## config.mk

```make
export PLATFORM = sky130hd
export DESIGN_NAME = onewire_bus_master
export DESIGN_NICKNAME = d
export VERILOG_FILES = /design/src/rtl/owb_pkg.sv /design/src/rtl/owb_core.sv /design/src/rtl/onewire_bus_master.sv
export SDC_FILE = /design/constraint.sdc
export NUM_CORES = 1
export LEC_CHECK = 0
export BUFFER_PORTS_ARGS = -buffer_cell sky130_fd_sc_hd__buf_2
export CELL_PAD_IN_SITES_DETAIL_PLACEMENT = 1
export CELL_PAD_IN_SITES_GLOBAL_PLACEMENT = 1
export CORE_MARGIN = 2
export CORE_UTILIZATION = 45
export CTS_CLUSTER_DIAMETER = 30
export CTS_CLUSTER_SIZE = 10
export DETAILED_ROUTE_END_ITERATION = 8
export PLACE_DENSITY_LB_ADDON = 0.1
export SYNTH_ARGS = -nofsm -noshare
export SYNTH_HDL_FRONTEND = slang
export SYNTH_SLANG_ARGS = --single-unit
```

## constraint.sdc

```tcl
create_clock -name aclk -period 13.2 [get_ports aclk]
set_input_delay 2.64 -clock aclk [delete_from_list [all_inputs] [get_ports aclk]]
set_output_delay 2.64 -clock aclk [all_outputs]
set_load 0.01 [all_outputs]
```

## src/rtl/owb_pkg.sv

```systemverilog
// ---------------------------------------------------------------------------
// owb_pkg
// Types and constants shared by the one-wire bus master files.
// ---------------------------------------------------------------------------
package owb_pkg;

    localparam int TICK_W = 10;

    // command codes carried in the input tuser
    localparam logic [1:0] REQ_TICK  = 2'd0;
    localparam logic [1:0] REQ_RESET = 2'd1;
    localparam logic [1:0] REQ_WRITE = 2'd2;
    localparam logic [1:0] REQ_READ  = 2'd3;

    // configuration register indexes
    localparam int CFG_IDX_W = 4;
    localparam logic [CFG_IDX_W-1:0] REG_RESET_LOW    = 4'd0;
    localparam logic [CFG_IDX_W-1:0] REG_RESET_SAMPLE = 4'd1;
    localparam logic [CFG_IDX_W-1:0] REG_RESET_TAIL   = 4'd2;
    localparam logic [CFG_IDX_W-1:0] REG_WRITE_ONE    = 4'd3;
    localparam logic [CFG_IDX_W-1:0] REG_WRITE_ZERO   = 4'd4;
    localparam logic [CFG_IDX_W-1:0] REG_WRITE_SLOT   = 4'd5;
    localparam logic [CFG_IDX_W-1:0] REG_READ_LOW     = 4'd6;
    localparam logic [CFG_IDX_W-1:0] REG_READ_SAMPLE  = 4'd7;

    localparam logic [TICK_W-1:0] READ_RELEASE_TICKS = 10'd50;

    typedef struct packed {
        logic [TICK_W-1:0] reset_low_ticks;
        logic [TICK_W-1:0] reset_sample_ticks;
        logic [TICK_W-1:0] reset_tail_ticks;
        logic [TICK_W-1:0] write_one_low_ticks;
        logic [TICK_W-1:0] write_zero_low_ticks;
        logic [TICK_W-1:0] write_slot_ticks;
        logic [TICK_W-1:0] read_low_ticks;
        logic [TICK_W-1:0] read_sample_ticks;
    } cfg_t;

    typedef struct packed {
        logic       rejected;
        logic [7:0] rx_byte;
        logic       presence_ok;
        logic       done_res;
        logic       busy_res;
        logic       drive_low;
    } res_t;

    // a length of zero acts as one
    function automatic logic [TICK_W-1:0] at_least_one(input logic [TICK_W-1:0] n);
        return (n == '0) ? TICK_W'(1) : n;
    endfunction

endpackage

```

## src/rtl/owb_core.sv

```systemverilog
// ---------------------------------------------------------------------------
// owb_core
// Bus sequencer: phase, slot timer, bit index and shift byte, one tick
// per enabled cycle.
// ---------------------------------------------------------------------------
module owb_core (
    input  logic                          aclk,
    input  logic                          aresetn,
    input  logic                          en,
    input  logic [1:0]                    req_type,
    input  logic [7:0]                    tx_byte,
    input  logic                          line_level,
    input  owb_pkg::cfg_t                 cfg,
    output owb_pkg::res_t                 res
);

    typedef enum logic [2:0] {
        PH_IDLE,
        PH_RST_LOW,
        PH_RST_WAIT,
        PH_RST_TAIL,
        PH_WR_SLOT,
        PH_RD_LOW,
        PH_RD_WAIT,
        PH_RD_REL
    } phase_t;

    phase_t                        phase_reg, phase_next;
    logic [owb_pkg::TICK_W-1:0]    tick_reg, tick_next;
    logic [2:0]                    bit_reg, bit_next;
    logic [7:0]                    shift_reg, shift_next;
    logic                          pres_reg, pres_next;

    phase_t                        ph;
    logic [owb_pkg::TICK_W-1:0]    k;
    logic [2:0]                    bidx;
    logic [7:0]                    sb;
    logic                          pres_in;
    logic                          start;
    logic [owb_pkg::TICK_W-1:0]    len;
    logic [owb_pkg::TICK_W-1:0]    low_len;
    logic [owb_pkg::TICK_W:0]      k_inc;
    logic                          last;
    logic                          drv;
    logic                          done;
    logic [7:0]                    rx;

    always_comb begin
        start   = (req_type != owb_pkg::REQ_TICK) && (phase_reg == PH_IDLE);
        ph      = phase_reg;
        k       = tick_reg;
        bidx    = bit_reg;
        sb      = shift_reg;
        pres_in = pres_reg;
        if (start) begin
            k    = '0;
            bidx = '0;
            unique case (req_type)
                owb_pkg::REQ_RESET: begin
                    ph      = PH_RST_LOW;
                    pres_in = 1'b0;
                end
                owb_pkg::REQ_WRITE: begin
                    ph = PH_WR_SLOT;
                    sb = tx_byte;
                end
                default: begin
                    ph = PH_RD_LOW;
                    sb = '0;
                end
            endcase
        end
    end

    always_comb begin
        unique case (ph)
            PH_RST_LOW:  len = owb_pkg::at_least_one(cfg.reset_low_ticks);
            PH_RST_WAIT: len = owb_pkg::at_least_one(cfg.reset_sample_ticks);
            PH_RST_TAIL: len = owb_pkg::at_least_one(cfg.reset_tail_ticks);
            PH_WR_SLOT:  len = owb_pkg::at_least_one(cfg.write_slot_ticks);
            PH_RD_LOW:   len = owb_pkg::at_least_one(cfg.read_low_ticks);
            PH_RD_WAIT:  len = owb_pkg::at_least_one(cfg.read_sample_ticks);
            default:     len = owb_pkg::at_least_one(owb_pkg::READ_RELEASE_TICKS);
        endcase
        low_len = owb_pkg::at_least_one(sb[bidx] ? cfg.write_one_low_ticks
                                                 : cfg.write_zero_low_ticks);
        k_inc   = {1'b0, k} + 1'b1;
        last    = k_inc >= {1'b0, len};
    end

    always_comb begin
        phase_next = ph;
        bit_next   = bidx;
        shift_next = sb;
        pres_next  = pres_in;
        drv        = 1'b0;
        done       = 1'b0;
        rx         = '0;
        unique case (ph)
            PH_IDLE: begin
            end
            PH_RST_LOW: begin
                drv = 1'b1;
                if (last) phase_next = PH_RST_WAIT;
            end
            PH_RST_WAIT: begin
                if (last) begin
                    if (line_level) begin
                        pres_next  = 1'b0;
                        done       = 1'b1;
                        phase_next = PH_IDLE;
                    end else begin
                        phase_next = PH_RST_TAIL;
                    end
                end
            end
            PH_RST_TAIL: begin
                if (last) begin
                    pres_next  = line_level;
                    done       = 1'b1;
                    phase_next = PH_IDLE;
                end
            end
            PH_WR_SLOT: begin
                drv = k < low_len;
                if (last) begin
                    if (bidx == 3'd7) begin
                        done       = 1'b1;
                        phase_next = PH_IDLE;
                    end else begin
                        bit_next = bidx + 3'd1;
                    end
                end
            end
            PH_RD_LOW: begin
                drv = 1'b1;
                if (last) phase_next = PH_RD_WAIT;
            end
            PH_RD_WAIT: begin
                if (last) begin
                    shift_next       = sb;
                    shift_next[bidx] = sb[bidx] | line_level;
                    phase_next       = PH_RD_REL;
                end
            end
            default: begin
                if (last) begin
                    if (bidx == 3'd7) begin
                        done       = 1'b1;
                        rx         = sb;
                        phase_next = PH_IDLE;
                    end else begin
                        bit_next   = bidx + 3'd1;
                        phase_next = PH_RD_LOW;
                    end
                end
            end
        endcase
        tick_next = (ph == PH_IDLE || last) ? '0 : k_inc[owb_pkg::TICK_W-1:0];
    end

    always_ff @(posedge aclk) begin
        if (!aresetn) begin
            phase_reg <= PH_IDLE;
            tick_reg  <= '0;
            bit_reg   <= '0;
            shift_reg <= '0;
            pres_reg  <= 1'b0;
        end else if (en) begin
            phase_reg <= phase_next;
            tick_reg  <= tick_next;
            bit_reg   <= bit_next;
            shift_reg <= shift_next;
            pres_reg  <= pres_next;
        end
    end

    always_comb begin
        res.drive_low   = drv;
        res.busy_res    = phase_next != PH_IDLE;
        res.done_res    = done;
        res.presence_ok = pres_next;
        res.rx_byte     = rx;
        res.rejected    = (req_type != owb_pkg::REQ_TICK) && (phase_reg != PH_IDLE);
    end

endmodule

```

## src/rtl/onewire_bus_master.sv

```systemverilog
// ---------------------------------------------------------------------------
// onewire_bus_master
// One-wire bus master, open drain. Each input item is one microsecond tick
// with the sampled bus level and an optional reset, write or read command.
//
//   channel  dir  ports                        content
//   s_       in   tvalid tready tdata tuser    tick, command, bus level
//   m_       out  tvalid tready tdata          drive, status, read byte
//   cfg_     in   we index data                slot timing registers
//
// One item per cycle unless m_tready stalls; an item's result appears the
// cycle after it is accepted, set by the sequencer step and the output register.
// s_tready follows m_tready whenever the output register holds an item.
// aresetn clears the sequencer and loads the timing registers' defaults.
// ---------------------------------------------------------------------------
module onewire_bus_master (
    input  logic                          aclk,
    input  logic                          aresetn,
    input  logic                          s_tvalid,
    output logic                          s_tready,
    input  logic [15:0]                   s_tdata,   // tx_byte[7:0], line_level[8]
    input  logic [1:0]                    s_tuser,   // req_type[1:0]
    output logic                          m_tvalid,
    input  logic                          m_tready,
    // drive_low[0], busy_res[1], done_res[2], presence_ok[3], rx_byte[11:4],
    // rejected[12]
    output logic [15:0]                   m_tdata,
    input  logic                          cfg_we,
    input  logic [owb_pkg::CFG_IDX_W-1:0] cfg_index,
    input  logic [owb_pkg::TICK_W-1:0]    cfg_data
);

    owb_pkg::cfg_t cfg_reg;
    owb_pkg::res_t res;
    logic          m_tvalid_reg;
    logic [15:0]   m_tdata_reg;
    logic          s_accept;

    assign s_tready = !m_tvalid_reg || m_tready;
    assign s_accept = s_tvalid && s_tready;

    always_ff @(posedge aclk) begin
        if (!aresetn) begin
            cfg_reg.reset_low_ticks      <= 10'd500;
            cfg_reg.reset_sample_ticks   <= 10'd60;
            cfg_reg.reset_tail_ticks     <= 10'd480;
            cfg_reg.write_one_low_ticks  <= 10'd6;
            cfg_reg.write_zero_low_ticks <= 10'd60;
            cfg_reg.write_slot_ticks     <= 10'd70;
            cfg_reg.read_low_ticks       <= 10'd2;
            cfg_reg.read_sample_ticks    <= 10'd10;
        end else if (cfg_we) begin
            unique case (cfg_index)
                owb_pkg::REG_RESET_LOW:    cfg_reg.reset_low_ticks      <= cfg_data;
                owb_pkg::REG_RESET_SAMPLE: cfg_reg.reset_sample_ticks   <= cfg_data;
                owb_pkg::REG_RESET_TAIL:   cfg_reg.reset_tail_ticks     <= cfg_data;
                owb_pkg::REG_WRITE_ONE:    cfg_reg.write_one_low_ticks  <= cfg_data;
                owb_pkg::REG_WRITE_ZERO:   cfg_reg.write_zero_low_ticks <= cfg_data;
                owb_pkg::REG_WRITE_SLOT:   cfg_reg.write_slot_ticks     <= cfg_data;
                owb_pkg::REG_READ_LOW:     cfg_reg.read_low_ticks       <= cfg_data;
                owb_pkg::REG_READ_SAMPLE:  cfg_reg.read_sample_ticks    <= cfg_data;
                default: begin
                end
            endcase
        end
    end

    owb_core u_core (
        .aclk       (aclk),
        .aresetn    (aresetn),
        .en         (s_accept),
        .req_type   (s_tuser),
        .tx_byte    (s_tdata[7:0]),
        .line_level (s_tdata[8]),
        .cfg        (cfg_reg),
        .res        (res)
    );

    always_ff @(posedge aclk) begin
        if (!aresetn) begin
            m_tvalid_reg <= 1'b0;
        end else if (s_accept) begin
            m_tvalid_reg <= 1'b1;
        end else if (m_tready) begin
            m_tvalid_reg <= 1'b0;
        end
    end

    always_ff @(posedge aclk) begin
        if (s_accept) begin
            m_tdata_reg <= {3'b000, res};
        end
    end

    assign m_tvalid = m_tvalid_reg;
    assign m_tdata  = m_tdata_reg;

    a_accept_shows: assert property (@(posedge aclk) disable iff (!aresetn)
        s_accept |=> m_tvalid)
        else $error("accepted item not presented");

    a_done_not_busy: assert property (@(posedge aclk) disable iff (!aresetn)
        (m_tvalid && m_tdata[2]) |-> !m_tdata[1])
        else $error("done item still busy");

    a_rx_on_done: assert property (@(posedge aclk) disable iff (!aresetn)
        (m_tvalid && m_tdata[11:4] != 8'd0) |-> m_tdata[2])
        else $error("read byte outside done item");

endmodule

```

==> results of run 1 <==
==> cell usage after synthesis (3+ instances only) <==
| cell | n | area share |
|---|---|---|
| nand2_1 | 122 | 0.070 |
| dfxtp_1 | 106 | 0.32 |
| nor2_1 | 85 | 0.049 |
| mux2i_1 | 70 | 0.11 |
| a21oi_1 | 43 | 0.033 |
| clkbuf_1 | 37 | 0.021 |
| nand3_1 | 29 | 0.022 |
| o21ai_0 | 27 | 0.021 |
| ha_1 | 26 | 0.050 |
| nor4_1 | 15 | 0.014 |
| edfxtp_1 | 13 | 0.060 |
| inv_1 | 13 | 0.0075 |
| a22oi_1 | 12 | 0.014 |
| and2_1 | 11 | 0.011 |
| or4_1 | 11 | 0.013 |
| a31oi_1 | 10 | 0.0096 |
| nand4_1 | 9 | 0.0086 |
| a21o_1 | 8 | 0.0092 |
| nor3_1 | 8 | 0.0061 |
| a22o_1 | 7 | 0.0094 |
| and3_1 | 7 | 0.0067 |
| nand2b_1 | 7 | 0.0067 |
| a311oi_1 | 6 | 0.0080 |
| buf_1 | 6 | 0.0034 |
| a211oi_1 | 5 | 0.0057 |
| a222oi_1 | 5 | 0.0077 |
| buf_6 | 5 | 0.0086 |
| nor3b_1 | 5 | 0.0057 |
| buf_4 | 4 | 0.0046 |
| o211ai_1 | 4 | 0.0046 |
| o21bai_1 | 4 | 0.0046 |
| xor2_1 | 4 | 0.0054 |
| buf_2 | 3 | 0.0023 |
| nand3b_1 | 3 | 0.0034 |
| o31ai_1 | 3 | 0.0034 |
| xnor2_1 | 3 | 0.0040 |
==> area by class of cell <==
class,count,area [um^2]
tap,184,230
clock inverter,9,100
sequential,119,2510
fill,1697,7010
multi-input combinational,590,3720
clock buffer,21,472
timing repair buffer,50,265
inverter,14,52.6
==> worst min-delay path, stage by stage, from the launching register on <==
cell	delay (ns)
dfxtp_1	0.31
nand2_1	0.05
a21oi_1	0.05
==> logic make-up (layout without fill, tap and decap cells) <==
| logic type | Yosys count | in the layout | share of synthesized area |
|---|---|---|---|
| other | 1 | 3 | 0.000574 |
| AND/OR/NAND/NOR | 321 | 321 | 0.230 |
| XOR/XNOR | 7 | 7 | 0.00938 |
| adder cells (fa/ha/maj) | 26 | 26 | 0.0498 |
| AO/OA/AOI/OAI | 162 | 162 | 0.169 |
| flip-flops | 119 | 119 | 0.384 |
| multiplexers | 71 | 71 | 0.109 |
| buffers and inverters | 69 | 94 | 0.0482 |
==> metal layers <==
metal | GRT usage | vias up | share of wire
met2 | 0.437 | 149 | 0.47
met1 | 0.363 | 2878 | 0.46
li1 | - | 2829 | -
met4 | 0.0991 | 0 | 0.023
met5 | 0 | - | 0
met3 | 0.0528 | 40 | 0.053
==> metrics by stage <==
| step | util | power (mW) | hold WS [ns] |
|---|---|---|---|
| finish | 0.512 | 0.951 | 0.461 |
| floorplan | - | 0.464 | 0.436 |
| CTS | 0.512 | 0.952 | 0.459 |
| global placement | 0.472 | 0.497 | 0.441 |
| global route | 0.512 | 0.982 | 0.496 |
| detailed placement | 0.472 | 0.500 | 0.452 |
==> power groups by stage <==
stage	clock, mW	sequential, mW	combinational (mW)
after floorplan	0	0.386	0.0780
final	0.456	0.382	0.112
after global routing	0.476	0.383	0.123
after CTS	0.459	0.382	0.111
after detailed placement	0	0.390	0.111
after global placement	0	0.389	0.108
==> worst max path at each step <==
stage | to | slack, ns | depth (start not counted)
detailed placement | m_tdata[9]$_SDFFCE_PP0P_ | 5.79 | 15
floorplan | m_tdata[10]$_SDFFCE_PP0P_ | 6.94 | 17
finish | m_tdata[11]$_SDFFCE_PP0P_ | 6.24 | 15
CTS | m_tdata[9]$_SDFFCE_PP0P_ | 6.23 | 15
global placement | m_tdata[10]$_SDFFCE_PP0P_ | 5.97 | 15
global route | m_tdata[11]$_SDFFCE_PP0P_ | 6.01 | 15
==> layout by cell type, fill, tap and decap left out, drive strengths merged, types with 5 or more instances in the layout <==
cell type,netlist,final
buf,18,50
nand4,10,10
a211oi,6,6
nor4,16,16
or4,11,11
a21o,8,8
and2,11,11
inv,14,14
ha,26,26
a311oi,7,7
a21oi,44,44
clkinv,0,5
nand3,29,29
nor2,86,86
a31oi,10,10
edfxtp,13,13
dfxtp,106,106
nand2b,7,7
mux2i,70,70
a222oi,5,5
clkbuf,37,21
nor3,8,8
o21ai,30,30
a22oi,12,12
nor3b,5,5
and3,7,7
a22o,7,7
nand2,123,123
==> summary.txt, run 1 <==
# hold bufs at CTS: 0
Dpl ws: 5.79 ns
Period minus WS final: 6.96 ns
Final Cycle Share: 0.527
Setup WS post-layout: 6.24 ns
Crit-path leading delay family: simple AND/OR/NAND/NOR gates
Hold path depth: 2
Most used DFF post-synth: dfxtp_1
Synth cell types: 67
Layout cells sized above 1: 0.112
NetSw: 0.252 mW
Final setup violation count: 0
Vias in the first global route: 6,115
Clock transition at the registers of the reported paths: 0.05 ns
IO buf count: 44
Leakage: 2.93 nW
Layout Cells excl Fill: 987
HPWL after detailed placement: 14.9 mm
CP arrival: 7.12 ns
Chip Height: 125 um
Finished layout cell area: 7360 um^2
TritonCTS clock tree: yes
Setup_tns: 0 ns
Hold Path End: cfg_reg[40]$_SDFFE_PN0P_
Run status: finished, final reports clean
Wire per inst: 20.8 um
CP bufs+invs: 2
Worst slew pin tran: 1.18 ns
Synth Instances: 776
Initial core utilization: 0.455
HP Class: flop to flop
Part of the power in registers: 0.402
Antenna cells: 0
Cell mode on critical path: ha_1
YS warnings: 0
Slew headroom: 0.212
CTS Sinks: 119
Worst R2R Path Depth: 12
First-pass GRT wire length: 33.4 mm
Seq/Total Area, Yosys: 0.384
Core Area: 14,400 um^2
Fin. max-slew vios: 0
Syn_area_per_cell: 8.42 um^2
Net Sw Frac: 0.265
Crit path launch type: input port
Worst hold path startpoint: cfg_reg[40]$_SDFFE_PN0P_
Largest net degree at the start of global routing: 64
Max clock buf depth: 2
Htree depth: 4
Fmax: 144 MHz
Die area: 15,500 um^2
Area growth from synthesis to layout: 12.6%
Cell chain of the critical path: buf_2, inv_1, ha_1, or4_1, and2_1, ha_1, nand3_1, xnor2_1, ha_1, a21o_1, a2111oi_0, o21ai_0, a21oi_4, or3_1, nor2_1
Root Buffer: clkbuf_16
Reg2reg end: m_tdata[11]$_SDFFCE_PP0P_
Cell area after synthesis: 6540 um^2
Worst EP required: 13.36 ns
Number of nets still failing antenna checks after routing: 0
Placed cells: 957
Inserted Clock Buffers: 17
TritonRoute pass-1 iters: 5
Final hold vios: 0
Power Dens Cells: 129 nW/um^2
Initial antenna violation count: 0
Layout Skew: 0.0108 ns
FF-to-FF setup slack: 8.18 ns
Async set-reset flop share out of synthesis: 0
R2R Path Start: u_core.phase_reg[0]$_SDFFE_PN0P_
Die X: 125 um
Clk network pwr share: 0.480
Max VDD drop: 0.0962 mV
Clk Latency, worst-skew pair: 0.43 ns
Crit path launch: s_tuser[0]
Routed WL: 20.5 mm
Combinational share of power: 0.118
RSZ-0062 raised after global routing: false
Dpl cell area: 6790 um^2
Total congestion overflow: 0
Critical path peak fanout: 22
Critical Path Max Stage Delay: 0.75 ns
# Max-Cap Violations: 0
Total Routing Usage GR: 0.271
Post-CTS setup buffer count: 0
Via Count: 5,896
DRT iter0 DRCs: 442
CTS resizes: 0
Setup crit end kind: flop
Power Internal: 0.699 mW
Slowest CP cell: or4_1
IO Count: 55
Vias per cell: 5.97
Rows: 44
Max reg flops: 80
Nets: 855
EDFF count, synth: 13
RePlAce Congestion: 0.934
Critical path class: input port to flop
Drc violations: 0
#FFs+latches synth: 119
No activity file was read; power rests on OpenSTA's default activity.
==> run 2: changes to the inputs <==
clock period = 7.3 ns   (was 13.2 ns; I/O delays follow)
==> run 2 against run 1 <==
  * Global-route usage grew 1.1 points
  * Largest cell class unchanged
  * Critical path type unchanged
  * Register-to-register slack got worse by 6.0 ns
  * Via count rose by 2.3%
  * Non-clock buffer count grew 1
  * Sequential share of layout area is 0.33 points lower
  * Power up 90%
  * Utilization grew 0.50 points
  * Flip-flop and latch count unchanged
  * Critical endpoint is now m_tdata[9]$_SDFFCE_PP0P_
  * Design area rose by 0.97%
  * Hold slack improved by 0.016 ns
  * Critical path depth unchanged
  * Clock power increased by 99%
==> summary.txt, run 2 (synthesis results as in run 1) <==
Run status: finished, final reports clean
Worst hold path startpoint: cfg_reg[40]$_SDFFE_PN0P_
Part of the power in registers: 0.383
Slowest CP cell: or4_1
DR WL met2: 10.5 mm
Number of nets still failing antenna checks after routing: 0
Setup_tns: 0 ns
Cell mode on critical path: ha_1
Layout Cells excl Fill: 989
Met1 Wirelength: 9.53 mm
# hold bufs at CTS: 0
Critical path peak fanout: 22
Max layer used: met4
Final Cycle Share: 0.788
Leakage: 2.97 nW
TritonRoute pass-1 iters: 7
Final setup violation count: 0
Via Count: 6,030
Max VDD drop: 0.187 mV
Antenna cells: 0
Crit path launch type: input port
Initial core utilization: 0.455
Net Sw Frac: 0.258
Nets: 856
HP Class: flop to flop
Placed cells: 958
First-pass GRT wire length: 34.5 mm
Layout cells sized above 1: 0.116
IO buf count: 44
CP arrival: 5.92 ns
NetSw: 0.466 mW
Vias in the first global route: 6,321
Power Internal: 1.34 mW
Hold path depth: 2
Clk network pwr share: 0.504
Wire per inst: 21.9 um
Setup WS post-layout: 1.55 ns
RSZ-0062 raised after global routing: false
Hold Path End: cfg_reg[40]$_SDFFE_PN0P_
TritonCTS clock tree: yes
Worst slew pin tran: 1.21 ns
Worst EP required: 7.47 ns
Root Buffer: clkbuf_16
Reg2reg end: m_tdata[9]$_SDFFCE_PP0P_
Critical path class: input port to flop
Die area: 15,500 um^2
Detail Route met3 WL: 989 um
Area growth from synthesis to layout: 13.7%
Cell chain of the critical path: buf_2, inv_1, ha_1, or4_1, and2_1, ha_1, nand3_1, xnor2_1, ha_1, a21o_1, a2111oi_0, o21ai_0, a21oi_4, or3_1, nor2_1
Initial antenna violation count: 0
Fmax: 174 MHz
Dpl ws: 1.12 ns
Layout Skew: 0.00717 ns
Core Area: 14,400 um^2
Die X: 125 um
Htree depth: 4
Largest net degree at the start of global routing: 65
CTS Sinks: 119
Final hold vios: 0
Slew headroom: 0.188
Vias per cell: 6.10
Drc violations: 0
Clk Latency, worst-skew pair: 0.44 ns
Total Routing Usage GR: 0.282
Critical Path Max Stage Delay: 0.76 ns
Post-CTS setup buffer count: 0
Chip Height: 125 um
FF-to-FF setup slack: 2.22 ns
RePlAce Congestion: 0.896
Inserted Clock Buffers: 17
Commonest non-fill, non-tap cell in the layout: nand2_1
Commonest non-fill, non-tap cells in the layout: nand2_1 (122), dfxtp_1 (106), nor2_1 (85)
Worst R2R Path Depth: 12
Max reg flops: 80
DRT iter0 DRCs: 443
R2R Path Start: u_core.phase_reg[0]$_SDFFE_PN0P_
Power Dens Cells: 243 nW/um^2
IO Count: 55
Combinational share of power: 0.113
Period minus WS final: 5.75 ns
CTS resizes: 0
Max clock buf depth: 2
Clock transition at the registers of the reported paths: 0.05 ns
Fin. max-slew vios: 0
Setup crit end kind: flop
Min Hold Slack: 0.476 ns
Routed WL: 21.7 mm
# Max-Cap Violations: 0
Total congestion overflow: 0
HPWL after detailed placement: 15.2 mm
Rows: 44
run 2: changes by cell type in the layout (fill, tap and decap cells not counted), sizes merged:
cell      delta
bufinv       +1
clkbuf       +3
buf          +1
clkinvlp     -1
clkinv       -2
run 2: metrics by stage:
step | power, mW | utilization | cell area [um^2]
2_1_floorplan | 0.839 | - | 6540
3_3_place_gp | 0.899 | 0.473 | 6790
3_5_place_dp | 0.907 | 0.473 | 6790
4_1_cts | 1.81 | 0.517 | 7430
5_1_grt | 1.87 | 0.517 | 7430
6_report | 1.81 | 0.517 | 7430
run 2: how the worst max path moves through the flow:
stage / from / end / slack (ns) / cells past startpoint
2_1_floorplan: s_tuser[0] / m_tdata[10]$_SDFFCE_PP0P_ / 2.22 / 17
3_3_place_gp: s_tuser[0] / m_tdata[10]$_SDFFCE_PP0P_ / 1.29 / 15
3_5_place_dp: s_tuser[0] / m_tdata[9]$_SDFFCE_PP0P_ / 1.12 / 15
4_1_cts: s_tuser[0] / m_tdata[9]$_SDFFCE_PP0P_ / 1.57 / 15
5_1_grt: s_tuser[0] / m_tdata[11]$_SDFFCE_PP0P_ / 1.22 / 15
6_report: s_tuser[0] / m_tdata[9]$_SDFFCE_PP0P_ / 1.55 / 15
run 2: worst max-delay path: cells and delay by family:
family,cells,cell delay [ns]
compound gates,4,1.47
buf+inv,2,0.17
fa+ha+maj,3,0.85
xor+xnor,1,0.20
simple gates,5,1.75
run 2: final cells by class:
type,count,area (um^2)
well taps,184,230
repair buffers,51,273
multi-input cells,590,3720
fillers,1755,6940
clock buffers,24,523
flip-flops and latches,119,2510
inverters,14,52.6
clock inverters,7,113
run 2: power groups by stage:
| stage | sequential [mW] | combinational [mW] | clock [mW] |
|---|---|---|---|
| floorplan | 0.698 | 0.141 | 0 |
| global route | 0.693 | 0.222 | 0.950 |
| finish | 0.692 | 0.205 | 0.909 |
| global placement | 0.704 | 0.195 | 0 |
| detailed placement | 0.705 | 0.202 | 0 |
| CTS | 0.691 | 0.203 | 0.917 |
run 2: layer usage:
| metal | up-vias | global-route usage |
|---|---|---|
| met5 | - | 0 |
| met4 | 0 | 0.117 |
| met3 | 46 | 0.0627 |
| met2 | 158 | 0.466 |
| met1 | 2992 | 0.357 |
| li1 | 2834 | - |
==> run 3: changes to the inputs <==
clock period = 5.7 ns   (was 7.3 ns; I/O delays follow)
==> run 3 against run 2 <==
  * Non-clock buffer count is 4 higher
  * Wire length fell by 1.2%
  * Die area is the same
  * Clock-buffer cell count is 5 lower
  * Largest cell class unchanged
==> summary.txt, run 3 (synthesis results as in run 1) <==
Met1 Wirelength: 9.61 mm
Antenna cells: 0
Number of nets still failing antenna checks after routing: 0
Clock transition at the registers of the reported paths: 0.06 ns
Final hold vios: 0
Detail Route met3 WL: 818 um
CP arrival: 5.25 ns
RSZ-0062 raised after global routing: false
Htree depth: 4
First-pass GRT wire length: 34.1 mm
Run status: finished, final reports clean
Worst slew pin tran: 1.27 ns
Fmax: 203 MHz
Routed WL: 21.4 mm
Largest net degree at the start of global routing: 64
Setup crit end kind: flop
Root Buffer: clkbuf_16
DR WL met2: 10.6 mm
Inserted Clock Buffers: 17
Power Dens Cells: 296 nW/um^2
Area growth from synthesis to layout: 12.9%
Final Cycle Share: 0.865
Fin. max-slew vios: 0
Initial core utilization: 0.455
RePlAce Congestion: 0.906
Wire per inst: 21.6 um
Die area: 15,500 um^2
Vias per cell: 6.09
Max layer used: met4
Total congestion overflow: 0
Final setup violation count: 0
IO buf count: 44
Max VDD drop: 0.225 mV
HP Class: flop to flop
Initial antenna violation count: 0
CTS Sinks: 119
Commonest non-fill, non-tap cell in the layout: nand2_1
Total Routing Usage GR: 0.279
HPWL after detailed placement: 15.1 mm
Worst EP required: 6.02 ns
Layout cells sized above 1: 0.122
CTS resizes: 0
Setup WS post-layout: 0.771 ns
Setup_tns: 0 ns
Critical path peak fanout: 13
Commonest non-fill, non-tap cells in the layout: nand2_1 (122), dfxtp_1 (106), nor2_1 (85)
Die X: 125 um
Period minus WS final: 4.93 ns
Reg area: 2510 um^2
Slew headroom: 0.153
Nets: 860
Post-CTS setup buffer count: 0
Vias in the first global route: 6,224
DRT iter0 DRCs: 456
Dpl ws: 0.428 ns
Rows: 44
Crit path launch type: input port
Core Area: 14,400 um^2
Chip Height: 125 um
Clk Latency, worst-skew pair: 0.43 ns
TritonRoute pass-1 iters: 6
Area of the multi-input gates: 3720 um^2
Layout Skew: 0.0103 ns
Leakage: 2.95 nW
# hold bufs at CTS: 0
IO Count: 55
Max reg flops: 80
TritonCTS clock tree: yes
Via Count: 6,054
# Max-Cap Violations: 0
Max clock buf depth: 2
Total power: 2.18 mW
Drc violations: 0
Fillcell total: 1,689
Critical path class: input port to flop
## run 3: cell types whose count changed in the layout (fill, tap and decap cells not counted), sizes merged
cell	change
clkbuf	-5
buf	+4
clkinv	+4
clkinvlp	+3
bufinv	-2
inv	+1
## run 3: final cells by class
class	count	area share
multi-input combinational	590	0.505
clock buffer	19	0.0614
sequential	119	0.340
inverter	14	0.00712
clock inverter	13	0.0142
timing repair buffer	55	0.0410
tap	184	0.0312
## run 3: critical path, stage by stage
cell,delay (ns)
buf_2,0.11
inv_1,0.08
ha_1,0.31
nor3_1,0.48
a21oi_1,0.24
a311oi_1,0.58
a22oi_1,0.15
and3_1,0.22
ha_1,0.30
nand3_1,0.07
o21ai_0,0.50
a21o_1,0.57
a21oi_1,0.18
o31a_1,0.31
## run 3: metrics by stage
stage,cell area (um^2),hold slack [ns],utilization,cells
3_3_place_gp,6820,0.441,0.475,962
2_1_floorplan,6540,0.436,-,778
5_1_grt,7380,0.479,0.514,994
3_5_place_dp,6820,0.454,0.475,962
6_report,7380,0.460,0.514,994
4_1_cts,7380,0.462,0.514,994
## run 3: power breakdown
group | switching, mW | total (mW) | internal (mW)
Sequential | 0.0165 | 0.881 | 0.865
Combinational | 0.185 | 0.274 | 0.0893
Clock | 0.414 | 1.03 | 0.616
Total | 0.615 | 2.18 | 1.57
## run 3: per-layer routing
metal	vias up	GRT usage
met4	0	0.0952
met3	29	0.0524
met5	-	0
met1	3029	0.357
met2	150	0.474
li1	2846	-
## run 3: final timing paths
| path | slack (ns) | depth (start not counted) | start | endpoint |
|---|---|---|---|---|
| max reg2reg | 1.27 | 12 | u_core.phase_reg[1]$_SDFFE_PN0P_ | u_core.bit_reg[0]$_SDFFE_PN0P_ |
| max | 0.77 | 14 | s_tuser[0] | u_core.bit_reg[0]$_SDFFE_PN0P_ |
| min | 0.46 | 2 | cfg_reg[40]$_SDFFE_PN0P_ | cfg_reg[40]$_SDFFE_PN0P_ |
| min reg2reg | 0.46 | 2 | cfg_reg[40]$_SDFFE_PN0P_ | cfg_reg[40]$_SDFFE_PN0P_ |
